--- src/spx_pkg.sv ---
// ============================================================================
// spx_pkg: shared types and constants of the segment/polyline intersector
// Holds the configuration record, the controller-to-datapath command and
// status records, register indexes and fixed-point widths.
// ============================================================================
`default_nettype none

package spx_pkg;

    // Fixed-point widths
    localparam int COORD_W  = 32;              // Q16.16 coordinate
    localparam int OPND_W   = COORD_W + 2;     // multiplier operand
    localparam int PROD_W   = 2 * OPND_W;      // multiplier product
    localparam int AREA_W   = PROD_W + 2;      // double area, with headroom
    localparam int QUO_W    = COORD_W + 1;     // |t| magnitude, 33 bits
    localparam int T_W      = QUO_W + 1;       // signed t
    localparam int IDX_W    = 16;              // edge index width
    localparam int DIV_STEPS = COORD_W;        // quotient bits after the top bit
    localparam int MAX_EDGES_DEF = 65536;

    // Register map, byte address is 4 * index
    localparam int CFG_ADDR_W = 5;
    typedef enum logic [2:0] {
        REG_SEG_START_X = 3'd0,
        REG_SEG_START_Y = 3'd1,
        REG_SEG_END_X   = 3'd2,
        REG_SEG_END_Y   = 3'd3,
        REG_SINGLE_SEL  = 3'd4,
        REG_TOLERANCE   = 3'd5
    } reg_idx_t;

    localparam logic [31:0] TOL_RESET = 32'd429497;

    typedef struct packed {
        logic signed [COORD_W-1:0] sx;
        logic signed [COORD_W-1:0] sy;
        logic signed [COORD_W-1:0] ex;
        logic signed [COORD_W-1:0] ey;
        logic                      single_sel;
        logic [31:0]               tol;
    } cfg_t;

    // Multiplier operand selection
    typedef enum logic [3:0] {
        MUL_HOLD,
        MUL_ABC0,
        MUL_ABC1,
        MUL_ABD0,
        MUL_ABD1,
        MUL_CDA0,
        MUL_CDA1,
        MUL_OFFX,
        MUL_OFFY
    } mul_op_t;

    // What to do with the registered product
    typedef enum logic [3:0] {
        ACC_NONE,
        ACC_ABC_SET,
        ACC_ABC_SUB,
        ACC_ABD_SET,
        ACC_ABD_SUB,
        ACC_CDA_SET,
        ACC_CDA_SUB,
        ACC_PX,
        ACC_PY
    } acc_op_t;

    typedef struct packed {
        logic    load;      // latch edge vertices
        mul_op_t mul;
        acc_op_t acc;
        logic    prep;      // form denominator, cdb and |cda|
        logic    decide;    // form |den| and the sign of t
        logic    div_init;  // first quotient bit or saturation
        logic    div_step;  // one restoring division step
        logic    sign;      // apply sign to quotient
    } dp_cmd_t;

    typedef struct packed {
        logic                      hit;
        logic signed [COORD_W-1:0] px;
        logic signed [COORD_W-1:0] py;
    } dp_stat_t;

    // a - b, widened to the multiplier operand width
    function automatic logic signed [OPND_W-1:0] sdiff(
        input logic signed [COORD_W-1:0] a,
        input logic signed [COORD_W-1:0] b
    );
        logic signed [OPND_W-1:0] wa;
        logic signed [OPND_W-1:0] wb;
        wa = {{(OPND_W-COORD_W){a[COORD_W-1]}}, a};
        wb = {{(OPND_W-COORD_W){b[COORD_W-1]}}, b};
        return wa - wb;
    endfunction

endpackage

`default_nettype wire

--- src/spx_regs.sv ---
// ============================================================================
// spx_regs: configuration register file
// APB-style write/read port holding the reference segment, mode and
// shared-endpoint tolerance.
// ============================================================================
`default_nettype none

module spx_regs (
    input  wire logic                               aclk,
    input  wire logic                               aresetn,
    input  wire logic                               psel,
    input  wire logic                               penable,
    input  wire logic                               pwrite,
    input  wire logic [spx_pkg::CFG_ADDR_W-1:0]     paddr,
    input  wire logic [31:0]                        pwdata,
    output logic [31:0]                             prdata,
    output logic                                    pready,
    output spx_pkg::cfg_t                           cfg
);

    spx_pkg::cfg_t cfg_reg;
    logic          wr_en;
    logic [2:0]    idx;

    assign pready = 1'b1;
    assign wr_en  = psel & penable & pwrite;
    assign idx    = paddr[4:2];
    assign cfg    = cfg_reg;

    // Write a register on the access cycle
    always_ff @(posedge aclk) begin
        if (!aresetn) begin
            cfg_reg.sx         <= '0;
            cfg_reg.sy         <= '0;
            cfg_reg.ex         <= '0;
            cfg_reg.ey         <= '0;
            cfg_reg.single_sel <= 1'b1;
            cfg_reg.tol        <= spx_pkg::TOL_RESET;
        end else if (wr_en) begin
            case (idx)
                spx_pkg::REG_SEG_START_X: cfg_reg.sx         <= pwdata;
                spx_pkg::REG_SEG_START_Y: cfg_reg.sy         <= pwdata;
                spx_pkg::REG_SEG_END_X:   cfg_reg.ex         <= pwdata;
                spx_pkg::REG_SEG_END_Y:   cfg_reg.ey         <= pwdata;
                spx_pkg::REG_SINGLE_SEL:  cfg_reg.single_sel <= pwdata[0];
                spx_pkg::REG_TOLERANCE:   cfg_reg.tol        <= pwdata;
                default: ;
            endcase
        end
    end

    // Read back
    always_comb begin
        case (idx)
            spx_pkg::REG_SEG_START_X: prdata = cfg_reg.sx;
            spx_pkg::REG_SEG_START_Y: prdata = cfg_reg.sy;
            spx_pkg::REG_SEG_END_X:   prdata = cfg_reg.ex;
            spx_pkg::REG_SEG_END_Y:   prdata = cfg_reg.ey;
            spx_pkg::REG_SINGLE_SEL:  prdata = {31'd0, cfg_reg.single_sel};
            spx_pkg::REG_TOLERANCE:   prdata = cfg_reg.tol;
            default:                  prdata = 32'd0;
        endcase
    end

endmodule

`default_nettype wire

--- config.mk ---
export PLATFORM = sky130hd
export DESIGN_NAME = spx_regs
export DESIGN_NICKNAME = d
export VERILOG_FILES = /design/src/spx_pkg.sv /design/src/spx_regs.sv
export SDC_FILE = /design/constraint.sdc
export NUM_CORES = 1
export LEC_CHECK = 0
export BUFFER_PORTS_ARGS = -buffer_cell sky130_fd_sc_hd__buf_2
export CAP_MARGIN = 20
export CORE_MARGIN = 2
export CORE_UTILIZATION = 25
export CTS_CLUSTER_SIZE = 24
export DETAILED_ROUTE_END_ITERATION = 10
export PLACE_DENSITY = 0.54
export SYNTH_ARGS = -nofsm -noshare
export SYNTH_HDL_FRONTEND = slang
export SYNTH_SLANG_ARGS = --single-unit
--- constraint.sdc ---
create_clock -name aclk -period 1.8 [get_ports aclk]
set_input_delay 0.18 -clock aclk [delete_from_list [all_inputs] [get_ports aclk]]
set_output_delay 0.18 -clock aclk [all_outputs]
set_load 0.03 [all_outputs]
# After elaboration in Yosys (flattened, before gate mapping)
# Index checks and enable logic that the tools add are counted.
# Widths: inputs -> output; s select.
dict set report totals {
  reg_bits 161
  latchBits 0
  mem_bits_rw 0
  mem_bits_ro 0
  in_bits 42
  out_inout_bits 194
  word_cells 21
  n_memories 0
}
dict set report op_classes {
  addsub 0
  mul 0
  n_div 0
  magnitude_cmp 0
  eq_ne 5
  shift 0
  n_mux 1
  n_bitwise 2
  reduce_logical 7
}
# cell count
set op_table {}
lappend op_table {{$pmux 32 s6} 1}
lappend op_table {{$reduce_and 2->1} 6}
lappend op_table {{$eq 3x2->1 const B} 2}
lappend op_table {{$eq 3x3->1 const B} 2}
lappend op_table {{$eq 3x1->1 const B} 1}
lappend op_table {{$logic_not 3->1} 1}
lappend op_table {{$and 1x1->1} 2}

# Longest topological paths before layout
# Gate-level depths: netlist of run 1.
dict set report logic_depth {
  word_depth 3
  depth_mapped 6
  ltp_nobuf 3
}

# Worst setup path after synthesis of run 1
# Ideal clock, no wire load.
dict set report synth_path {
  kind {input to output}
  from {in paddr[3] (netlist name)}
  to {out prdata[18]}
  arrival_time_ns 1.564
  required_ns 1.620
  slack_ns 0.056
  path_stages 6
  n_path_buf 3
  cell_sequence {buf_2 > nor2b_1 > clkbuf_1 > clkbuf_1 > a22oi_1 > o22ai_1}
}
dict set report synth_between {
  elab_chain_cells 2
  elab_cells_between_ends 7
  cone_classes {eq/ne (5); mux (1); reduce/logical (1)}
}
# element line
set synth_rtl {}
lappend synth_rtl {{from (decl)} spx_regs.sv:14} ;# input wire logic [spx_pkg::CFG_ADDR_W-1:0] paddr,
lappend synth_rtl {{$eq 3x3->1, or another cell as far along} spx_regs.sv:54} ;# case (idx)
lappend synth_rtl {{$pmux 32 s6 *} spx_regs.sv:54}
lappend synth_rtl {{to (decl)} spx_regs.sv:16} ;# output logic [31:0] prdata,
# Every way passes the cells marked *; elsewhere a longest branch is shown, timed or not.

# Final worst setup path of run 1
dict set report layout_path {
  from {reg cfg_reg, in the netlist cfg[2]}
  to {out prdata[2]}
}
dict set report layout_between {
  elab_chain_cells 1
}
# element line
set layout_rtl {}
lappend layout_rtl {{from (decl)} spx_regs.sv:21} ;# spx_pkg::cfg_t cfg_reg;
lappend layout_rtl {{$pmux 32 s6} spx_regs.sv:54}
# No other way between the ends.

==> qor.yml, run 1 <==
status: "completed"
synth.cell_area_um2: 7150
postCtsSetupBuffers: 0
synthCells: 743
die_width_um: 173
rows: 61
reg2reg_from: "cfg[17]"
wl_mm: 24.1
p_total_mw: 7.95
critical_path_class: "register to output port"
finalCritPeriodShare_pct: 94.8
area_delta_synth_final_pct: 34.2
fin_skew_ns: 0
synth_nets: 785
grtUsageTotal_pct: 15.7
busiest_layer: "met2"
dpl.hpwl_mm: 17.0
ctsHoldBuffers: 0
core-area_um2: 27900
r2r-end: "cfg[17]"
cts_buffer_depth: 2
drtIter0Drc: 317
use_met2_pct: 25.9
synth_seq_cells: 161
worstPathArrival_ns: 1.53
io_pins: 236
max_slew_margin_pct: 66.1
wl_per_cell_um: 17.6
synth_cell_types: 35
power.density_nw_per_um2: 829
cts_tree: "done"
max_freq_mhz: 586
antenna_found_initial: 1
placed_cell_area_um2: 8990
tightest_slew_ns: 0.509
cp_max_fo: 3
cts_sinks: 161
p_leak_nw: 4.28
hold_path_end: "cfg[5]"
ir_drop_v: 0.000434
hold_path_class: "input pin to register"
die_area_um2: 30000
drive_above_1_share_pct: 34.1
largest_reg_flops: 161
insertion_delay_ns: 0.41
vias: 6188
layout_min_cycle_time_ns: 1.71
crit_path_start_kind: "register"
ys_seq_area_share_pct: 45.1
first_pass_iters: 5
hold_start: "pwdata[5]"
fin_ws_ns: 0.0929
clk_pin_slew_ns: 0.07
final_nets: 1015
final_area_um2: 9590
syn_area_per_cell_um2: 9.62
pre_cts_slack_ns: 0.0999
grtUsageMet1_pct: 20.6
cts_htree_levels: 4
finalMaxSlewViolations: 0
required_ns: 1.62
use_met3_pct: 3.69
grt_pass1_wl_mm: 36.5
post-route-drc-count: 0
rsz0062_at_grt: "false"
max_cap_viol_count: 0
cts_made_buffers: 17
grt_pass1_vias: 5993
die_h_um: 173
tns_ns: 0
rr_worst_depth: 2
grt_max_degree: 51
gp_congestion: 0.735
via_per_inst: 4.53
setup_viol: 0
port_buffers: 232
finalHoldViolations: 0
reg2reg_setup_slack_ns: 1.12
gr-total-overflow: 0
hold_path_depth: 3
yosysWarnings: 0
clockRootBuffer: "clkbuf_16"
initial_utilization_pct: 25.6
ant_nets: 0
cp-end-kind: "output port"
[report_power, final]
| group | leakage [nW] | internal [mW] | switching [mW] |
|---|---|---|---|
| Sequential | 1.30 | 3.59 | 0.0225 |
| Clock | 0.289 | 2.12 | 1.56 |
| Combinational | 2.69 | 0.220 | 0.434 |
| Total | 4.28 | 5.93 | 2.02 |
[cell usage after synthesis]
master,count,area share (%)
a211o_1,1,0.12
a221oi_1,1,0.12
a22oi_1,32,3.4
a311o_1,1,0.14
and2_0,1,0.088
and3b_1,1,0.12
buf_1,4,0.21
buf_2,8,0.56
buf_4,14,1.5
buf_6,4,0.63
clkbuf_1,35,1.8
conb_1,1,0.052
dfxtp_1,161,45
inv_1,12,0.63
mux2_2,18,2.8
mux2i_1,181,25
nand2_1,194,10
nand2b_1,2,0.18
nand3_1,1,0.070
nand3b_1,1,0.11
nand4_1,1,0.088
nand4b_4,1,0.33
nor2_1,8,0.42
nor2b_1,4,0.35
nor3_1,1,0.070
nor3_2,1,0.14
nor4bb_1,1,0.14
o21a_1,1,0.11
o21ai_0,11,0.77
o221ai_1,13,1.6
o22ai_1,16,1.4
o311ai_0,9,1.1
o311ai_1,1,0.12
or2_2,1,0.088
or3_1,1,0.088
[cell usage in the layout (no fill, tap or decap), types with 3 or more instances in the layout]
cell type  instances
buf_12            14
clkinv_2           5
o22ai_1           16
nor2_4             3
nor2_1             4
nor2b_1            3
inv_1             12
mux2_2            18
a22oi_1           32
buf_4             32
o21ai_0           11
nand2_1          194
dfxtp_1          161
buf_2            229
mux2i_1          181
clkbuf_16         17
o221ai_1          13
o311ai_0           9
[stage by stage]
step / util [%] / hold slack (ns) / instances
finish: 34.3 / 0.0512 / 1365
global route: 34.3 / 0.0449 / 1365
CTS: 34.3 / 0.0336 / 1364
detailed placement: 32.2 / 0.460 / 1332
global placement: 32.2 / 0.452 / 1332
floorplan: - / 0.356 / 743
[logic make-up after synthesis]
kind of cell | synth area share, %
AO/OA/AOI/OAI | 8.84
multiplexers | 28.2
buffers and inverters | 5.34
AND/OR/NAND/NOR | 12.5
other | 0.0525
flip-flops | 45.1
[layout make-up]
cell class / count / area (um^2)
sequential: 161 / 3220
clock inverter: 13 / 135
timing repair buffer: 276 / 1680
clock buffer: 19 / 453
tap: 378 / 473
antenna: 1 / 2.50
multi-input combinational: 505 / 3580
fill: 2923 / 18300
inverter: 12 / 45.0
[worst max path at each step]
| stage | from | endpoint | slack (ns) |
|---|---|---|---|
| after floorplan | paddr[3] | prdata[18] | 0.06 |
| after global placement | paddr[4] | prdata[20] | 0.1 |
| after detailed placement | paddr[4] | prdata[20] | 0.1 |
| after CTS | cfg[2] | prdata[2] | 0.04 |
| after global routing | cfg[99] | prdata[2] | 0.005 |
| final | cfg[2] | prdata[2] | 0.09 |
[worst max-delay path, stage by stage, from the launching register on]
cell	delay (ns)
dfxtp_1	0.33
mux2_2	0.28
a221oi_2	0.26
nor2_1	0.08
buf_4	0.17
[what timing repair did]
item	CTS	global route
resized for setup	0	3
setup endpoints to repair	0	1
endpoints found under the hold margin	0	0
[metal layers]
layer	up-vias	routed length [um]
li1	3056	-
met1	2936	11200
met2	180	11400
met3	16	1260
met4	0	246
met5	-	0
Note: power is estimated with default switching activity, not from simulation.
==> run 2: changes to the inputs <==
--- a/config.mk
+++ b/config.mk
@@ -5,6 +5,7 @@
 export SDC_FILE = /design/constraint.sdc
 export NUM_CORES = 1
 export LEC_CHECK = 0
+export ABC_AREA = 1
 export BUFFER_PORTS_ARGS = -buffer_cell sky130_fd_sc_hd__buf_2
 export CAP_MARGIN = 20
 export CORE_MARGIN = 2
==> qor.yml, run 2 <==
synth_top_area_share_pct: 40.3
first_pass_iters: 5
ys.flop_type: "dfxtp_1"
antenna_found_initial: 0
grt_max_degree: 98
grt_pass1_wl_mm: 44.6
finalCritPeriodShare_pct: 89.0
area_delta_synth_final_pct: 28.6
drtIter0Drc: 498
layout_commonest_cell: "nor2_1"
num_antenna_cells: 0
ant_nets: 0
vias: 8339
combPwrFrac_pct: 10.2
fill_cells: 3478
hold_path_depth: 2
max_freq_mhz: 624
setup_viol: 0
die_width_um: 183
clockRootBuffer: "clkbuf_16"
postCtsSetupBuffers: 0
io_pins: 236
cts_tree: "done"
synth_nets: 1307
rsz0062_at_grt: "false"
synth-compound-area-share_pct: 2.63
path_cells: "buf_2 -> inv_4 -> buf_12 -> nand3_1 -> nor2_1 -> nor2_1 -> nand2_1 -> buf_2"
synth.cell_area_um2: 8010
gp_congestion: 0.765
rows: 65
largest_reg_flops: 161
p_leak_nw: 5.00
final_area_um2: 10300
required_ns: 1.62
multiInputGateArea_um2: 3870
yosysMostFrequentCell: "nor2_1"
dpl.hpwl_mm: 19.5
cp-end-kind: "output port"
async_flop_share_pct: 0
switchingPower_mw: 2.26
finalHoldViolations: 0
crit_path_start_kind: "input pin"
wl_mm: 29.0
cts_sinks: 161
power.density_nw_per_um2: 836
power_frac_seq_pct: 42.3
placed_cell_area_um2: 9550
grt_pass1_vias: 7728
utilization_pct: 32.6
cp_max_fo: 37
gr-total-overflow: 0
rr_worst_depth: 2
insertion_delay_ns: 0.43
ys_seq_area_share_pct: 40.3
synth_seq_cells: 161
post-route-drc-count: 0
max_stage_delay_ns: 0.25
synth_fa_ha_area_share_pct: 0
max_cap_viol_count: 0
final_cell_mix: "393 x nor2_1, 286 x nand2_1, 231 x buf_2"
synth_xor_area_share_pct: 0
ys_top_cells_by_area: "dfxtp_1 40%, nor2_1 18%, nand2_1 13%"
die_h_um: 183
ir_drop_v: 0.000583
port_buffers: 232
finalMaxSlewViolations: 0
synthSimpleGateAreaFrac_pct: 45.5
cts_buffer_depth: 2
drive_above_1_share_pct: 20.9
clk_pin_slew_ns: 0.07
yosysWarnings: 0
cts_resized: 0
hold_path_class: "input pin to register"
synth_edf_count: 0
grtUsageTotal_pct: 17.2
initial_utilization_pct: 25.4
worstPathArrival_ns: 1.42
tns_ns: 0
p_sw_share_pct: 26.2
layout_min_cycle_time_ns: 1.60
via_per_inst: 4.43
internal_power_mw: 6.35
regArea_um2: 3220
fin_skew_ns: 0
syn_area_per_cell_um2: 6.33
wl_per_cell_um: 15.4
synth.top_cells.by_count: "393 x nor2_1, 286 x nand2_1, 161 x dfxtp_1"
core-area_um2: 31600
status: "completed"
synth_top_area_cell: "dfxtp_1"
final_nets: 1513
cts_htree_levels: 4
critical_path_class: "input pin to output port"
crit_slowest_cell: "nand3_1"
cts_made_buffers: 17
die_area_um2: 33500
synth.area.mux_share_pct: 0
pwr-share-clk_pct: 47.4
synthCells: 1265
synth_top_family_by_area: "simple AND/OR/NAND/NOR gates"
synth_cell_types: 20
run 2: cell count changes in the layout (fill, tap and decap cells not counted), moves of 32 or more:
cell | before | now
nor2_1 | 4 | 393
mux2i_1 | 181 | 0
nand3_1 | 1 | 140
inv_1 | 12 | 99
a22oi_1 | 32 | 0
nand2_1 | 194 | 286
nand4_1 | 1 | 37
run 2: critical path, delay by kind of cell:
| family | cells | cell delay, ns |
|---|---|---|
| buf+inv | 4 | 0.69 |
| simple gates | 4 | 0.55 |
run 2: power groups by stage:
| stage | Clock (mW) | Combinational, mW | Sequential (mW) |
|---|---|---|---|
| finish | 4.08 | 0.878 | 3.64 |
| global placement | 0 | 0.860 | 3.72 |
| floorplan | 0 | 0.478 | 3.81 |
| CTS | 4.16 | 0.883 | 3.64 |
| detailed placement | 0 | 0.865 | 3.72 |
| global route | 4.32 | 0.960 | 3.65 |
run 2: through the flow:
step	hold WS, ns	instances	setup WS, ns	power [mW]
6_report	0.0932	1884	0.197	8.60
3_5_place_dp	0.418	1843	0.149	4.59
4_1_cts	0.0776	1884	0.170	8.68
5_1_grt	0.0861	1884	0.0521	8.92
2_1_floorplan	0.307	1265	0.497	4.29
3_3_place_gp	0.409	1843	0.179	4.58
run 2: layout make-up:
class / instances / area share (%)
tap: 402 / 4.89
timing repair buffer: 276 / 16.4
clock inverter: 10 / 1.80
inverter: 101 / 3.73
multi-input combinational: 914 / 37.6
sequential: 161 / 31.3
clock buffer: 20 / 4.34
run 2: repair_timing:
item	in CTS	in global routing
endpoints found under the hold margin	11	0
hold buffers	11	0
endpoints found under the setup margin	0	0
run 2: cells by family after synthesis:
kind of cell,Yosys count
flip-flops,161
AO/OA/AOI/OAI,42
AND/OR/NAND/NOR,871
buffers and inverters,190
other,1
run 2: worst paths after layout:
| check | endpoint | startpoint | slack [ns] |
|---|---|---|---|
| worst min register to register | cfg[18] | cfg[18] | 0.50 |
| worst min-delay path | cfg[17] | aresetn | 0.09 |
| worst max-delay path | prdata[4] | paddr[4] | 0.20 |
| worst max register to register | cfg[32] | cfg[32] | 1.18 |
run 2: per-layer routing:
metal	vias up	wire length, um	global-route usage [%]
met5	-	0	0
met4	0	386	4.77
met3	21	1440	3.42
met2	228	13400	28.2
met1	3777	13800	22.9
li1	4313	-	-
