$ cat src/spx_pkg.sv
// ============================================================================
// spx_pkg: shared types and constants of the segment/polyline intersector
// Holds the configuration record, the controller-to-datapath command and
// status records, register indexes and fixed-point widths.
// ============================================================================
`default_nettype none

package spx_pkg;

    // Fixed-point widths
    localparam int COORD_W  = 32;              // Q16.16 coordinate
    localparam int OPND_W   = COORD_W + 2;     // multiplier operand
    localparam int PROD_W   = 2 * OPND_W;      // multiplier product
    localparam int AREA_W   = PROD_W + 2;      // double area, with headroom
    localparam int QUO_W    = COORD_W + 1;     // |t| magnitude, 33 bits
    localparam int T_W      = QUO_W + 1;       // signed t
    localparam int IDX_W    = 16;              // edge index width
    localparam int DIV_STEPS = COORD_W;        // quotient bits after the top bit
    localparam int MAX_EDGES_DEF = 65536;

    // Register map, byte address is 4 * index
    localparam int CFG_ADDR_W = 5;
    typedef enum logic [2:0] {
        REG_SEG_START_X = 3'd0,
        REG_SEG_START_Y = 3'd1,
        REG_SEG_END_X   = 3'd2,
        REG_SEG_END_Y   = 3'd3,
        REG_SINGLE_SEL  = 3'd4,
        REG_TOLERANCE   = 3'd5
    } reg_idx_t;

    localparam logic [31:0] TOL_RESET = 32'd429497;

    typedef struct packed {
        logic signed [COORD_W-1:0] sx;
        logic signed [COORD_W-1:0] sy;
        logic signed [COORD_W-1:0] ex;
        logic signed [COORD_W-1:0] ey;
        logic                      single_sel;
        logic [31:0]               tol;
    } cfg_t;

    // Multiplier operand selection
    typedef enum logic [3:0] {
        MUL_HOLD,
        MUL_ABC0,
        MUL_ABC1,
        MUL_ABD0,
        MUL_ABD1,
        MUL_CDA0,
        MUL_CDA1,
        MUL_OFFX,
        MUL_OFFY
    } mul_op_t;

    // What to do with the registered product
    typedef enum logic [3:0] {
        ACC_NONE,
        ACC_ABC_SET,
        ACC_ABC_SUB,
        ACC_ABD_SET,
        ACC_ABD_SUB,
        ACC_CDA_SET,
        ACC_CDA_SUB,
        ACC_PX,
        ACC_PY
    } acc_op_t;

    typedef struct packed {
        logic    load;      // latch edge vertices
        mul_op_t mul;
        acc_op_t acc;
        logic    prep;      // form denominator, cdb and |cda|
        logic    decide;    // form |den| and the sign of t
        logic    div_init;  // first quotient bit or saturation
        logic    div_step;  // one restoring division step
        logic    sign;      // apply sign to quotient
    } dp_cmd_t;

    typedef struct packed {
        logic                      hit;
        logic signed [COORD_W-1:0] px;
        logic signed [COORD_W-1:0] py;
    } dp_stat_t;

    // a - b, widened to the multiplier operand width
    function automatic logic signed [OPND_W-1:0] sdiff(
        input logic signed [COORD_W-1:0] a,
        input logic signed [COORD_W-1:0] b
    );
        logic signed [OPND_W-1:0] wa;
        logic signed [OPND_W-1:0] wb;
        wa = {{(OPND_W-COORD_W){a[COORD_W-1]}}, a};
        wb = {{(OPND_W-COORD_W){b[COORD_W-1]}}, b};
        return wa - wb;
    endfunction

endpackage

`default_nettype wire

$ cat src/spx_ctrl.sv
// ============================================================================
// spx_ctrl: sequencing controller
// Steps the datapath through areas, side tests, division and offsets,
// keeps the hit bookkeeping and drives the result register.
// ============================================================================
`default_nettype none

module spx_ctrl #(
    parameter int MAX_EDGES = spx_pkg::MAX_EDGES_DEF
) (
    input  wire logic                                   aclk,
    input  wire logic                                   aresetn,
    input  wire logic                                   in_valid,
    input  wire logic                                   in_restart,
    output logic                                        in_ready,
    input  wire logic                                   single_sel,
    input  wire spx_pkg::dp_stat_t                      stat,
    output spx_pkg::dp_cmd_t                            cmd,
    output logic                                        out_valid,
    input  wire logic                                   out_ready,
    output logic                                        out_tested,
    output logic                                        out_hit,
    output logic signed [spx_pkg::COORD_W-1:0]          out_px,
    output logic signed [spx_pkg::COORD_W-1:0]          out_py,
    output logic                                        out_first_found,
    output logic [spx_pkg::IDX_W-1:0]                   out_first_edge,
    output logic                                        out_second_found,
    output logic [spx_pkg::IDX_W-1:0]                   out_second_edge
);

    localparam int IW = spx_pkg::IDX_W;
    localparam int CAP_INT = (MAX_EDGES - 1) < 65535 ? (MAX_EDGES - 1) : 65535;
    localparam logic [IW-1:0] EDGE_CAP = IW'(CAP_INT);
    localparam logic [2:0] AREA_LAST = 3'd6;
    localparam logic [1:0] OFS_LAST  = 2'd2;
    localparam logic [4:0] DIV_LAST  = 5'(spx_pkg::DIV_STEPS - 1);

    typedef enum logic [3:0] {
        ST_IDLE,
        ST_AREA,
        ST_PREP,
        ST_DECIDE,
        ST_DINIT,
        ST_DIV,
        ST_SIGN,
        ST_OFS,
        ST_FINISH
    } state_t;

    state_t          state_reg;
    logic [4:0]      step_reg;
    logic            tested_reg, hit_reg;
    logic            found_reg, second_reg;
    logic [IW-1:0]   first_idx_reg, second_idx_reg, seen_reg;
    logic [1:0]      hits_reg;
    logic            out_valid_reg;
    logic            accept, deliver;
    logic            found_now;
    logic [1:0]      hits_next;

    assign in_ready  = (state_reg == ST_IDLE);
    assign accept    = in_valid && in_ready;
    assign deliver   = (state_reg == ST_FINISH) && (!out_valid_reg || out_ready);
    assign found_now = found_reg && !in_restart;
    assign hits_next = (hits_reg < 2'd3) ? hits_reg + 2'd1 : hits_reg;
    assign out_valid = out_valid_reg;

    // Commands per state
    always_comb begin
        cmd = '0;
        cmd.mul = spx_pkg::MUL_HOLD;
        cmd.acc = spx_pkg::ACC_NONE;
        case (state_reg)
            ST_IDLE: cmd.load = accept;
            ST_AREA: begin
                case (step_reg[2:0])
                    3'd0: cmd.mul = spx_pkg::MUL_ABC0;
                    3'd1: begin
                        cmd.mul = spx_pkg::MUL_ABC1;
                        cmd.acc = spx_pkg::ACC_ABC_SET;
                    end
                    3'd2: begin
                        cmd.mul = spx_pkg::MUL_ABD0;
                        cmd.acc = spx_pkg::ACC_ABC_SUB;
                    end
                    3'd3: begin
                        cmd.mul = spx_pkg::MUL_ABD1;
                        cmd.acc = spx_pkg::ACC_ABD_SET;
                    end
                    3'd4: begin
                        cmd.mul = spx_pkg::MUL_CDA0;
                        cmd.acc = spx_pkg::ACC_ABD_SUB;
                    end
                    3'd5: begin
                        cmd.mul = spx_pkg::MUL_CDA1;
                        cmd.acc = spx_pkg::ACC_CDA_SET;
                    end
                    default: cmd.acc = spx_pkg::ACC_CDA_SUB;
                endcase
            end
            ST_PREP:   cmd.prep = 1'b1;
            ST_DECIDE: cmd.decide = 1'b1;
            ST_DINIT:  cmd.div_init = 1'b1;
            ST_DIV:    cmd.div_step = 1'b1;
            ST_SIGN:   cmd.sign = 1'b1;
            ST_OFS: begin
                case (step_reg[1:0])
                    2'd0: cmd.mul = spx_pkg::MUL_OFFX;
                    2'd1: begin
                        cmd.mul = spx_pkg::MUL_OFFY;
                        cmd.acc = spx_pkg::ACC_PX;
                    end
                    default: cmd.acc = spx_pkg::ACC_PY;
                endcase
            end
            default: ;
        endcase
    end

    // State, bookkeeping and result register
    always_ff @(posedge aclk) begin
        if (!aresetn) begin
            state_reg      <= ST_IDLE;
            step_reg       <= '0;
            tested_reg     <= 1'b0;
            hit_reg        <= 1'b0;
            found_reg      <= 1'b0;
            second_reg     <= 1'b0;
            first_idx_reg  <= '0;
            second_idx_reg <= '0;
            seen_reg       <= '0;
            hits_reg       <= '0;
            out_valid_reg  <= 1'b0;
        end else begin
            if (out_valid_reg && out_ready && !deliver) begin
                out_valid_reg <= 1'b0;
            end

            case (state_reg)
                ST_IDLE: begin
                    if (accept) begin
                        if (in_restart) begin
                            found_reg      <= 1'b0;
                            second_reg     <= 1'b0;
                            first_idx_reg  <= '0;
                            second_idx_reg <= '0;
                            seen_reg       <= '0;
                            hits_reg       <= '0;
                        end
                        hit_reg  <= 1'b0;
                        step_reg <= '0;
                        if (!found_now || !single_sel) begin
                            tested_reg <= 1'b1;
                            state_reg  <= ST_AREA;
                        end else begin
                            tested_reg <= 1'b0;
                            state_reg  <= ST_FINISH;
                        end
                    end
                end
                ST_AREA: begin
                    step_reg <= step_reg + 5'd1;
                    if (step_reg[2:0] == AREA_LAST) begin
                        state_reg <= ST_PREP;
                    end
                end
                ST_PREP: state_reg <= ST_DECIDE;
                ST_DECIDE: begin
                    hit_reg   <= stat.hit;
                    state_reg <= stat.hit ? ST_DINIT : ST_FINISH;
                end
                ST_DINIT: begin
                    step_reg  <= '0;
                    state_reg <= ST_DIV;
                end
                ST_DIV: begin
                    step_reg <= step_reg + 5'd1;
                    if (step_reg == DIV_LAST) begin
                        state_reg <= ST_SIGN;
                    end
                end
                ST_SIGN: begin
                    step_reg  <= '0;
                    state_reg <= ST_OFS;
                end
                ST_OFS: begin
                    step_reg <= step_reg + 5'd1;
                    if (step_reg[1:0] == OFS_LAST) begin
                        state_reg <= ST_FINISH;
                    end
                end
                ST_FINISH: begin
                    if (deliver) begin
                        out_valid_reg    <= 1'b1;
                        out_tested       <= tested_reg;
                        out_hit          <= hit_reg;
                        out_px           <= hit_reg ? stat.px : '0;
                        out_py           <= hit_reg ? stat.py : '0;
                        out_first_found  <= found_reg | hit_reg;
                        out_first_edge   <= (hit_reg && !found_reg) ? seen_reg : first_idx_reg;
                        out_second_found <= second_reg
                                         | (hit_reg && !single_sel && hits_next == 2'd2);
                        out_second_edge  <= (hit_reg && !single_sel && hits_next == 2'd2
                                             && !second_reg) ? seen_reg : second_idx_reg;
                        // Update kept state for a tested edge
                        if (tested_reg) begin
                            if (seen_reg < EDGE_CAP) begin
                                seen_reg <= seen_reg + IW'(1);
                            end
                            if (hit_reg && !found_reg) begin
                                found_reg     <= 1'b1;
                                first_idx_reg <= seen_reg;
                            end
                            if (hit_reg && !single_sel) begin
                                hits_reg <= hits_next;
                                if (hits_next == 2'd2 && !second_reg) begin
                                    second_reg     <= 1'b1;
                                    second_idx_reg <= seen_reg;
                                end
                            end
                        end
                        state_reg <= ST_IDLE;
                    end
                end
                default: state_reg <= ST_IDLE;
            endcase
        end
    end

endmodule

`default_nettype wire

$ cat config.mk
export PLATFORM = sky130hd
export DESIGN_NAME = spx_ctrl
export DESIGN_NICKNAME = d
export VERILOG_FILES = /design/src/spx_pkg.sv /design/src/spx_ctrl.sv
export SDC_FILE = /design/constraint.sdc
export NUM_CORES = 1
export LEC_CHECK = 0
export BUFFER_PORTS_ARGS = -buffer_cell sky130_fd_sc_hd__buf_2
export CELL_PAD_IN_SITES_DETAIL_PLACEMENT = 0
export CELL_PAD_IN_SITES_GLOBAL_PLACEMENT = 1
export CORE_UTILIZATION = 40
export CTS_BUF_LIST = sky130_fd_sc_hd__clkbuf_16
export DETAILED_ROUTE_END_ITERATION = 10
export GPL_ROUTABILITY_DRIVEN = 0
export GPL_TIMING_DRIVEN = 0
export PLACE_DENSITY = 0.77
export SYNTH_ARGS = -nofsm -noshare
export SYNTH_HDL_FRONTEND = slang
export SYNTH_SLANG_ARGS = --single-unit
$ cat constraint.sdc
create_clock -name aclk -period 6.6 [get_ports aclk]
set_input_delay 0.33 -clock aclk [delete_from_list [all_inputs] [get_ports aclk]]
set_output_delay 0.33 -clock aclk [all_outputs]
set_load 0.02 [all_outputs]
### Word level (Yosys, flattened, before mapping)

Index checks and enable logic that the tools add are counted.

| cells by class | value |
|---|---|
| multiplexer cells | 61 |
| reduce and logical (&&, ||, !) cells | 37 |
| magnitude comparators | 2 |
| equality and inequality tests | 29 |
| bitwise operators | 2 |
| add/subtract/negate cells | 3 |

Operators with widths:

| operator | number |
|---|---|
| 16-bit 2-to-1 mux | 13 |
| 16-bit case mux with 2 select lines | 3 |
| 3-bit case mux with 6 select lines | 2 |
| 4-bit case mux with 9 select lines | 1 |
| 4-bit 2-to-1 mux | 7 |
| 1-bit 2-to-1 mux | 20 |
| 6-bit AND reduction | 3 |
| 16-bit by 1-bit adder with 16-bit output (second input constant) | 1 |
| 4-bit by 3-bit equality test with 1-bit output (second input constant) | 4 |
| 16-bit < comparator (second input constant) | 1 |
| 4-bit case mux with 2 select lines | 2 |
| 8-bit case mux with 2 select lines | 1 |
| 5-bit case mux with 3 select lines | 1 |
| 2-bit 2-to-1 mux | 6 |
| 2-bit != test (second input constant) | 6 |
| 1-bit logical AND | 10 |
| 2-bit by 1-bit != test with 1-bit output (second input constant) | 5 |
| 5-bit AND reduction | 2 |
| 3-bit equality test (second input constant) | 3 |
| 4-bit by 2-bit equality test with 1-bit output (second input constant) | 2 |
| 1-bit zero test | 7 |
| 7-bit AND reduction | 1 |
| 3-bit by 2-bit equality test with 1-bit output (second input constant) | 2 |
| 1-bit case mux with 2 select lines | 3 |
| other kinds (22) | 28 |

| storage, ports and cells | value |
|---|---|
| register bits after elaboration | 164 |
| output and inout port bits | 116 |
| word-level logic and storage cells | 153 |

### Longest topological paths before layout

Gate-level depths: netlist of the first run.

| logic depth | value |
|---|---|
| word-level depth | 9 |
| depth in mapped cells | 8 |
| gate-level depth less buffers | 8 |

### Least setup slack after synthesis of the first run

OpenSTA, ideal clock, no wires.

| path | value |
|---|---|
| kind | register to register |
| from | reg state_reg[1] |
| to | reg out_first_edge[0] (netlist bit) (enable) |
| clock period less this slack | 6.044 ns |
| stages on the path, launching flop included | 6 |
| slack | 0.556 ns |
| setup time | 0.560 ns |
| arrival time | 5.484 ns |
| path through | dfxtp_1 > buf_2 > nor4b_1 > nand2_1 > clkbuf_1 > nor2_1 |

| between the ends | value |
|---|---|
| cells in the longest elaborated chain, start to end | 3 |

Ends and longest elaborated chain:

| what | RTL line | RTL |
|---|---|---|
| start: declaration | spx_ctrl.sv:50 | `state_t state_reg;` |
| start signal: assignment | spx_ctrl.sv:170 | `state_reg <= stat.hit ? ST_DINIT : ST_FINISH;` |
| 4-bit equality test (*) | spx_ctrl.sv:63, spx_ctrl.sv:139 |  |
| 1-bit logical AND | spx_ctrl.sv:63 | `assign deliver = (state_reg == ST_FINISH) && (!out_valid_reg \|\| out_ready);` |
| 3-bit AND reduction (no source line) (*) | n/a |  |
| end signal: assignment | spx_ctrl.sv:200 | `out_first_edge <= (hit_reg && !found_reg) ? seen_reg : first_idx_reg;` |
| end: declaration | spx_ctrl.sv:26 | `output logic [spx_pkg::IDX_W-1:0] out_first_edge,` |

Mark *: on every way between the ends. The rest lies on a longest branch, timed or not.
A chain may end at the register's enable or synchronous reset.

### Worst setup path after layout of the first run

| path | value |
|---|---|
| from | reg state_reg[1] |
| to | reg out_first_edge[14] (netlist bit) (enable) |

Same word-level chain as after synthesis.

==> flow_summary_export.csv, run 1 <==
group,metric,value,unit
worst_setup_path,cp_top_family,"simple AND/OR/NAND/NOR gates",
sta,fin_ws,3630,ps
route,first_pass_iters,5,
worst_setup_path,cp.depth,7,
synthesis,synth-compound-area-share,11.8,%
sta,worst-slew-pin-transition,934,ps
synthesis,synthSimpleGateAreaFrac,17.4,%
global_routing,grt_use_total,18.9,%
route,ant_nets,0,
floorplan,initial_core_util,40.9,%
global_routing,grt_max_degree,34,
sta,slew_headroom,37.2,%
place,placed_area,8330,sq um
floorplan,chipWidth,135,um
worst_setup_path,worstRegToRegCells,7,
finish,antennaDiodeCount,0,
sta,fmax,0.337,GHz
synthesis,synthAdderAreaFrac,1.42,%
worst_setup_path,cp.arrival,3080,ps
worst_setup_path,worst-path-max-fanout,33,
power_and_ir_drop,power_density,250,nW/um^2
power_and_ir_drop,total_power,0.00223,W
clock_network,post_cts_buffers,0,
clock_network,cts_num_sinks,164,
synthesis,syn-num-nets,679,
floorplan,rows,48,
route,drtIter0Drc,213,
power_and_ir_drop,power_leakage,3.31,nW
finish,final_cell_area,8910,sq um
route,wl_per_cell,16.1,um
route,wirelength,16900,um
clock_network,clock_tree.root_cell,"clkbuf_16",
synthesis,yosys_warnings,0,
finish,final_core_util,51.7,%
status,status,"completed",
synthesis,netlist_top_cells_count,"100 x edfxtp_1, 67 x and2_1, 64 x dfxtp_1",
synthesis,synth_top_family_by_area,"simple AND/OR/NAND/NOR gates",
worst_setup_path,cp.buffers_inverters,4,
synthesis,ys_types,52,
clock_network,holdBufCountCts,0,
synthesis,synthArstFlopShare,0,%
synthesis,syn_area,7060,sq um
worst_setup_path,cp.required,6710,ps
job,max_cap_violations,0,
route,num_vias,5313,
global_routing,grt_pass1_wl,26500,um
power_and_ir_drop,ir_drop,0.000185,V
clock_network,cts_tree,"yes",
global_routing,grt_overflow_total,0,
floorplan,core_area,17200,sq um
synthesis,yosys-top-cells-area,"edfxtp_1 43%, dfxtp_1 18%, and2_1 5.9%",
synthesis,synth_most_common_cell,"edfxtp_1",
finish,reg_top3,"out_px: 32 flops, out_py: 32 flops",
floorplan,pin_count,187,
sta,setup_tns,0,ps
clock_network,clk_pin_slew_worst_paths,60,ps
place,dp_slack,3570,ps
sta,rsz0062_at_grt,"no",
sta,setup_viol,0,
clock_network,cts_buffers,17,
synthesis,synthXorXnorAreaFrac,0.124,%
finish,fillerInstances,1585,
sta,fin_crit_sh,45.0,%
worst_setup_path,cp_common_cell,"buf_12",
hold_path,hold_path_class,"in2reg",
synthesis,synth-main-ff-cell,"edfxtp_1",
worst_setup_path,crit_type,"reg2reg",
sta,layout_min_cycle_time,2970,ps
sta,drv_slew,0,
hold_path,holdPathStages,2,
synthesis,synth_top_area_share,42.6,%
clock_network,clockBufferDepth,2,
route,post-route-drc-count,0,
clock_network,ctsResizeCount,0,
worst_setup_path,crit_chain,"buf_2 -> nor4b_1 -> nand2_1 -> clkbuf_1 -> nor2_4 -> buf_12 -> buf_12",
floorplan,die_y,135,um
floorplan,dieArea,18200,sq um
synthesis,ys_seq_elements,164,
place,place_hpwl,12300,um
sta,hold_viol_final,0,
global_routing,grt_pass1_vias,5181,
finish,syn2layout_area_growth,26.3,%
worst_setup_path,cp-end-kind,"register",
synthesis,synthCells,600,
synthesis,syn_avg_cell_area,11.8,sq um
sta,fin_skew,12.9,ps
synthesis,ys_seq_area_share,60.7,%
global_routing,antenna_found_initial,0,
worst_setup_path,start_kind,"register",
finish,layout.nets,886,
synthesis,synth_top_area_cell,"edfxtp_1",
worst_setup_path,slowest_stage,"nor2_4",
clock_network,clkLatencyLatePin,420,ps
worst_setup_path,critPathMaxStageDelay,510,ps
route,avgViaCountPerCell,5.09,
clock_network,h-tree-depth,4,
synthesis,synthMuxAreaShare,5.11,%
finish,drive_above_1_share,34.2,%
synthesis,synth_edf_count,100,
place,portBuffers,185,
## layout by cell type (no fill, tap or decap), types with 3 or more instances in the layout
master and count:
buf_2 198, edfxtp_1 100, and2_1 67, dfxtp_1 64, nand2_1 42, mux2_2 32, clkbuf_1 26, nor2_1 23
o21ai_0 23, nand4_1 22, nor2b_1 21, a21boi_0 20, clkbuf_16 17, o22a_1 16, inv_1 14, a21oi_1 14
nand3_1 11, ha_1 8, nor3_1 6, a31oi_1 6, nand2b_1 5, and3_1 5, o211ai_1 5, a41oi_1 5
a21o_1 5, o31ai_1 4, inv_6 4, buf_4 3, a22oi_1 3, or2_2 3, o22ai_1 3, buf_12 3
## worst paths after layout
| kind | slack [ps] | startpoint | end |
|---|---|---|---|
| setup / recovery | 3630 | state_reg[1] | out_first_edge[14] |
| hold / removal | 200 | stat[5] | out_py[5] |
| setup reg to reg | 3630 | state_reg[1] | out_first_edge[14] |
| hold reg to reg | 450 | tested_reg | out_tested |
## report_power, final
group | switching, W | internal (W) | total [W] | leakage [nW]
Clock | 0.000407 | 0.000561 | 0.000968 | 0.284
Sequential | 0.00000920 | 0.00109 | 0.00110 | 1.27
Combinational | 0.0000927 | 0.0000681 | 0.000161 | 1.76
## per-layer routing
layer	global-route usage, %	wire length, um
met1	23.6	7410
met2	32.3	8310
met3	3.83	996
met4	7.37	136
met5	0	0
## stage by stage
step | cells | hold slack (ps)
floorplan | 600 | 408
global placement | 1010 | 418
detailed placement | 1013 | 433
CTS | 1044 | 170
global route | 1044 | 177
finish | 1044 | 197
## kinds of logic after synthesis
| logic type | Yosys count |
|---|---|
| AO/OA/AOI/OAI | 116 |
| XOR/XNOR | 1 |
| adder cells (fa/ha/maj) | 8 |
| buffers and inverters | 58 |
| flip-flops | 164 |
| multiplexers | 32 |
| AND/OR/NAND/NOR | 221 |
## layout make-up
| cell class | count | area [sq um] | share of cell area [%] |
|---|---|---|---|
| buffer | 45 | 198 | 2.22 |
| sequential | 164 | 4280 | 48.1 |
| inverter | 13 | 48.8 | 0.548 |
| tap | 225 | 282 | 3.16 |
| multi-input combinational | 378 | 2530 | 28.4 |
| timing repair buffer | 188 | 986 | 11.1 |
| clock buffer | 17 | 425 | 4.78 |
| clock inverter | 14 | 153 | 1.71 |
Note: power is estimated with default switching activity, not from simulation.
==> inputs of run 2 (changes only) <==
==> constraint.sdc (replaced) <==
create_clock -name aclk -period 2.8 [get_ports aclk]
set_input_delay 0.14 -clock aclk [delete_from_list [all_inputs] [get_ports aclk]]
set_output_delay 0.14 -clock aclk [all_outputs]
set_load 0.02 [all_outputs]
==> flow_summary_export.csv, run 2 (synthesis results as in run 1) <==
group,metric,value,unit
status,status,"completed",
finish,multi_input_comb_area,2560,sq um
finish,most-common-layout-cells,"197 x buf_2, 100 x edfxtp_1, 67 x and2_1, 63 x dfxtp_1, 54 x dlygate4sd3_1",
worst_setup_path,start_kind,"register",
sta,setup_viol,0,
sta,fin_crit_sh,91.3,%
floorplan,pin_count,187,
place,portBuffers,185,
worst_setup_path,worstRegToRegCells,7,
sta,fmax,0.391,GHz
sta,drv_slew,0,
route,ant_nets,0,
place,placed_cells,1013,
floorplan,chipWidth,135,um
finish,drive_above_1_share,32.6,%
clock_network,clockBufferDepth,2,
power_and_ir_drop,power_leakage,3.52,nW
worst_setup_path,rrSetupSlack,240,ps
place,dp_slack,177,ps
finish,syn2layout_area_growth,34.2,%
sta,worst-slew-pin-transition,919,ps
global_routing,grt_pass1_wl,27700,um
route,drtIter0Drc,272,
sta,fin_ws,243,ps
finish,reg_top3,"out_px: 32 flops, out_py: 32 flops",
place,place_hpwl,12100,um
finish,final_core_util,54.9,%
hold_path,holdCritStartpoint,"stat[15]",
power_and_ir_drop,ir_drop,0.000488,V
worst_setup_path,r2r_end,"out_second_edge[9]",
job,max_cap_violations,0,
clock_network,cts_tree,"yes",
clock_network,cts_num_sinks,164,
clock_network,clock_tree.root_cell,"clkbuf_16",
finish,layoutNonFillerInstCount,1099,
global_routing,antenna_found_initial,0,
sta,slew_headroom,38.2,%
hold_path,worstHoldEndpoint,"out_py[15]",
floorplan,die_y,135,um
route,post-route-drc-count,0,
worst_setup_path,cp.required,2920,ps
clock_network,cts_buffers,17,
finish,final_cell_area,9470,sq um
finish,regArea,4290,sq um
global_routing,grt_max_degree,38,
global_routing,grt_overflow_total,0,
worst_setup_path,crit_type,"reg2reg",
global_routing,grt_use_total,19.9,%
finish,antennaDiodeCount,0,
place,placed_area,8370,sq um
worst_setup_path,worst-path-max-fanout,37,
clock_network,clk_pin_slew_worst_paths,70,ps
route,wirelength,17500,um
sta,hold_viol_final,0,
worst_setup_path,cp.arrival,2680,ps
finish,mostFrequentLayoutCell,"buf_2",
hold_path,holdPathStages,2,
route,first_pass_iters,7,
worst_setup_path,rr_startpoint,"state_reg[0]",
power_and_ir_drop,power_density,555,nW/um^2
route,wl_per_cell,15.9,um
hold_path,hold_path_class,"in2reg",
floorplan,dieArea,18200,sq um
route,avgViaCountPerCell,5.07,
floorplan,core_area,17200,sq um
worst_setup_path,cp-end-kind,"register",
finish,layout.nets,940,
finish,fillerInstances,1519,
sta,fin_skew,8.43,ps
clock_network,h-tree-depth,4,
global_routing,grt_pass1_vias,5396,
clock_network,clkLatencyLatePin,430,ps
route,num_vias,5567,
sta,layout_min_cycle_time,2560,ps
floorplan,initial_core_util,40.9,%
floorplan,rows,48,
sta,rsz0062_at_grt,"no",
==> run 2: cell types whose count changed in the layout (fill, tap and decap cells not counted), sizes merged <==
cell         previous run  this run
clkinvlp                2         4
dlygate4sd3             0        54
bufinv                  2         1
inv                    19        18
clkinv                  4         5
==> run 2: per-stage QoR <==
step | hold WS [ps] | setup TNS [ps] | power, W
after floorplan | 301 | -8010 | 0.00290
after global placement | 418 | -77440 | 0.00303
after detailed placement | 416 | 0 | 0.00304
after CTS | 1.46 | 0 | 0.00531
after global routing | 3.14 | 0 | 0.00545
final | 17.4 | 0 | 0.00526
==> run 2: final cells by class <==
type / count / area share [%]
sequential: 164 / 45.3
timing repair buffer: 242 / 16.1
multi-input combinational: 378 / 27.0
inverter: 13 / 0.515
clock buffer: 17 / 4.49
clock inverter: 15 / 1.40
tap: 225 / 2.97
buffer: 45 / 2.26
==> run 2: power breakdown <==
part / total, W / internal (W) / leakage, nW / switching (W)
sequential: 0.00260 / 0.00258 / 1.27 / 0.0000238
clock: 0.00221 / 0.00123 / 0.267 / 0.000982
combinational: 0.000445 / 0.000212 / 1.99 / 0.000233
total: 0.00526 / 0.00402 / 3.52 / 0.00124
==> run 2: what timing repair did <==
item / 4_1_cts / 5_1_grt
buffers inserted: 0 / 0
endpoints found under the setup margin: 0 / 3
hold endpoints to repair: 54 / 0
hold buffers: 54 / 0
resized for setup: 0 / 1
==> run 2: how the worst max path moves through the flow <==
stage / slack, ps / depth (start not counted) / to / startpoint
5_1_grt: 40 / 8 / out_second_edge[10] / state_reg[1]
6_report: 240 / 7 / out_second_edge[9] / state_reg[0]
3_5_place_dp: 180 / 5 / out_second_edge[14] / hit_reg
4_1_cts: 170 / 5 / out_second_edge[14] / hit_reg
2_1_floorplan: -80 / 5 / out_first_edge[0] / state_reg[1]
3_3_place_gp: -780 / 5 / out_second_edge[7] / state_reg[1]
==> run 2: critical path, stage by stage, from the launching register on <==
cell and delay [ps]:
dfxtp_2 370, nor4b_4 350, nand2_2 200, clkbuf_8 250, nor2_4 350, buf_12 260, buf_12 210, buf_12 240
==> run 2: metal layers <==
layer  track usage [%]  wire (um)
met5                 0          0
met4              7.74        245
met3              4.39        952
met2              34.5       8670
met1              24.2       7620
==> inputs of run 3 (changes only) <==
--- a/config.mk
+++ b/config.mk
@@ -11,8 +11,7 @@
 export CORE_UTILIZATION = 40
 export CTS_BUF_LIST = sky130_fd_sc_hd__clkbuf_16
 export DETAILED_ROUTE_END_ITERATION = 10
-export GPL_ROUTABILITY_DRIVEN = 0
-export GPL_TIMING_DRIVEN = 0
+export GPL_TIMING_DRIVEN = 1
 export PLACE_DENSITY = 0.77
 export SYNTH_ARGS = -nofsm -noshare
 export SYNTH_HDL_FRONTEND = slang
==> flow_summary_export.csv, run 3 (synthesis results as in run 1) <==
group,metric,value,unit
sta,worst-slew-pin-transition,694,ps
finish,final_core_util,53.5,%
job,max_cap_violations,0,
sta,slew_headroom,53.3,%
floorplan,chipWidth,135,um
route,first_pass_iters,5,
floorplan,rows,48,
clock_network,clkLatencyLatePin,420,ps
clock_network,clockBufferDepth,2,
sta,drv_slew,0,
finish,final_cell_area,9210,sq um
sta,hold_viol_final,0,
status,status,"completed",
place,place_hpwl,11100,um
worst_setup_path,worst-path-max-fanout,26,
global_routing,grt_use_total,18.2,%
place,placed_area,8270,sq um
route,avgViaCountPerCell,5.09,
finish,antennaDiodeCount,0,
sta,fin_skew,11.3,ps
global_routing,grt_max_degree,72,
finish,mostFrequentLayoutCell,"buf_2",
hold_path,hold_path_class,"in2reg",
finish,most-common-layout-cells,"186 x buf_2, 100 x edfxtp_1, 67 x and2_1, 62 x dfxtp_1, 41 x nand2_1",
finish,layout.nets,899,
worst_setup_path,crit_type,"reg2reg",
clock_network,post_cts_buffers,0,
power_and_ir_drop,power_density,565,nW/um^2
worst_setup_path,start_kind,"register",
sta,fmax,0.417,GHz
route,num_vias,5380,
sta,layout_min_cycle_time,2400,ps
place,gp_congestion,0.825,
floorplan,dieArea,18200,sq um
floorplan,core_area,17200,sq um
floorplan,initial_core_util,40.9,%
power_and_ir_drop,power_leakage,3.46,nW
finish,reg_top3,"out_px: 32 flops, out_py: 32 flops",
worst_setup_path,cp-end-kind,"register",
place,portBuffers,186,
floorplan,die_y,135,um
clock_network,ctsResizeCount,0,
sta,fin_crit_sh,85.7,%
floorplan,pin_count,187,
worst_setup_path,rrSetupSlack,400,ps
route,ant_nets,0,
route,wl_per_cell,15.6,um
finish,syn2layout_area_growth,30.6,%
power_and_ir_drop,total_power,0.00521,W
sta,setup_tns,0,ps
route,post-route-drc-count,0,
sta,rsz0062_at_grt,"no",
hold_path,holdPathStages,2,
worst_setup_path,cp.arrival,2700,ps
clock_network,clock_tree.root_cell,"clkbuf_16",
sta,whs,9.81,ps
global_routing,grt_pass1_vias,5125,
worst_setup_path,cp.required,3100,ps
global_routing,antenna_found_initial,0,
power_and_ir_drop,ir_drop,0.000450,V
clock_network,cts_num_sinks,164,
global_routing,grt_pass1_wl,25500,um
sta,setup_viol,0,
clock_network,clk_pin_slew_worst_paths,60,ps
route,wirelength,16500,um
clock_network,cts_buffers,17,
clock_network,cts_tree,"yes",
clock_network,h-tree-depth,4,
finish,drive_above_1_share,34.0,%
route,drtIter0Drc,295,
worst_setup_path,worstRegToRegCells,6,
global_routing,grt_overflow_total,0,
[run 3: changes by cell type in the layout (fill, tap and decap cells not counted), sizes merged]
cell / previous run / this run
clkinvlp: 4 / 1
inv: 18 / 19
buf: 206 / 207
clkinv: 5 / 6
dlygate4sd3: 54 / 39
bufinv: 1 / 2
clkbuf: 44 / 17
[run 3: worst max-delay path: stages (launching register included)]
cell      delay, ps
dfxtp_2         410
or4b_4          690
o32ai_4         350
buf_4           340
o21ai_2         270
nand2_1         130
a21boi_0         80
[run 3: metal layers]
metal  GRT usage, %  vias to the layer above  wire, um
li1               -                     2614         -
met1           22.8                     2563      7350
met2           30.6                      190      7870
met3           4.84                       13      1120
met4           5.93                        0       153
met5              0                        -         0
[run 3: what timing repair did]
item                       4_1_cts  5_1_grt
setup endpoints to repair        0        0
hold buffers                    36        3
hold endpoints to repair        36        3
[run 3: stage by stage]
stage	setup WS, ps	instances
final	400	1058
after global routing	222	1058
after CTS	378	1055
after detailed placement	401	987
after global placement	442	987
after floorplan	-80.1	600
[run 3: report_power, final]
group          internal, W  switching, W  total [W]
clock network      0.00129      0.000904    0.00219
logic             0.000192      0.000217   0.000409
registers          0.00258     0.0000276    0.00261
total              0.00406       0.00115    0.00521
[run 3: final timing paths]
kind,startpoint,end
worst min register to register,tested_reg,out_tested
worst max register to register,state_reg[0],second_idx_reg[10]
worst min-delay path,stat[0],out_py[0]
worst max-delay path,state_reg[0],second_idx_reg[10]
[run 3: layout make-up]
cell class | instances | area (sq um)
clock buffers | 17 | 425
repair buffers | 246 | 1490
fillers | 1517 | 8020
flip-flops and latches | 164 | 4290
multi-input cells | 378 | 2550
well taps | 225 | 282
inverters | 13 | 48.8
clock inverters | 15 | 128
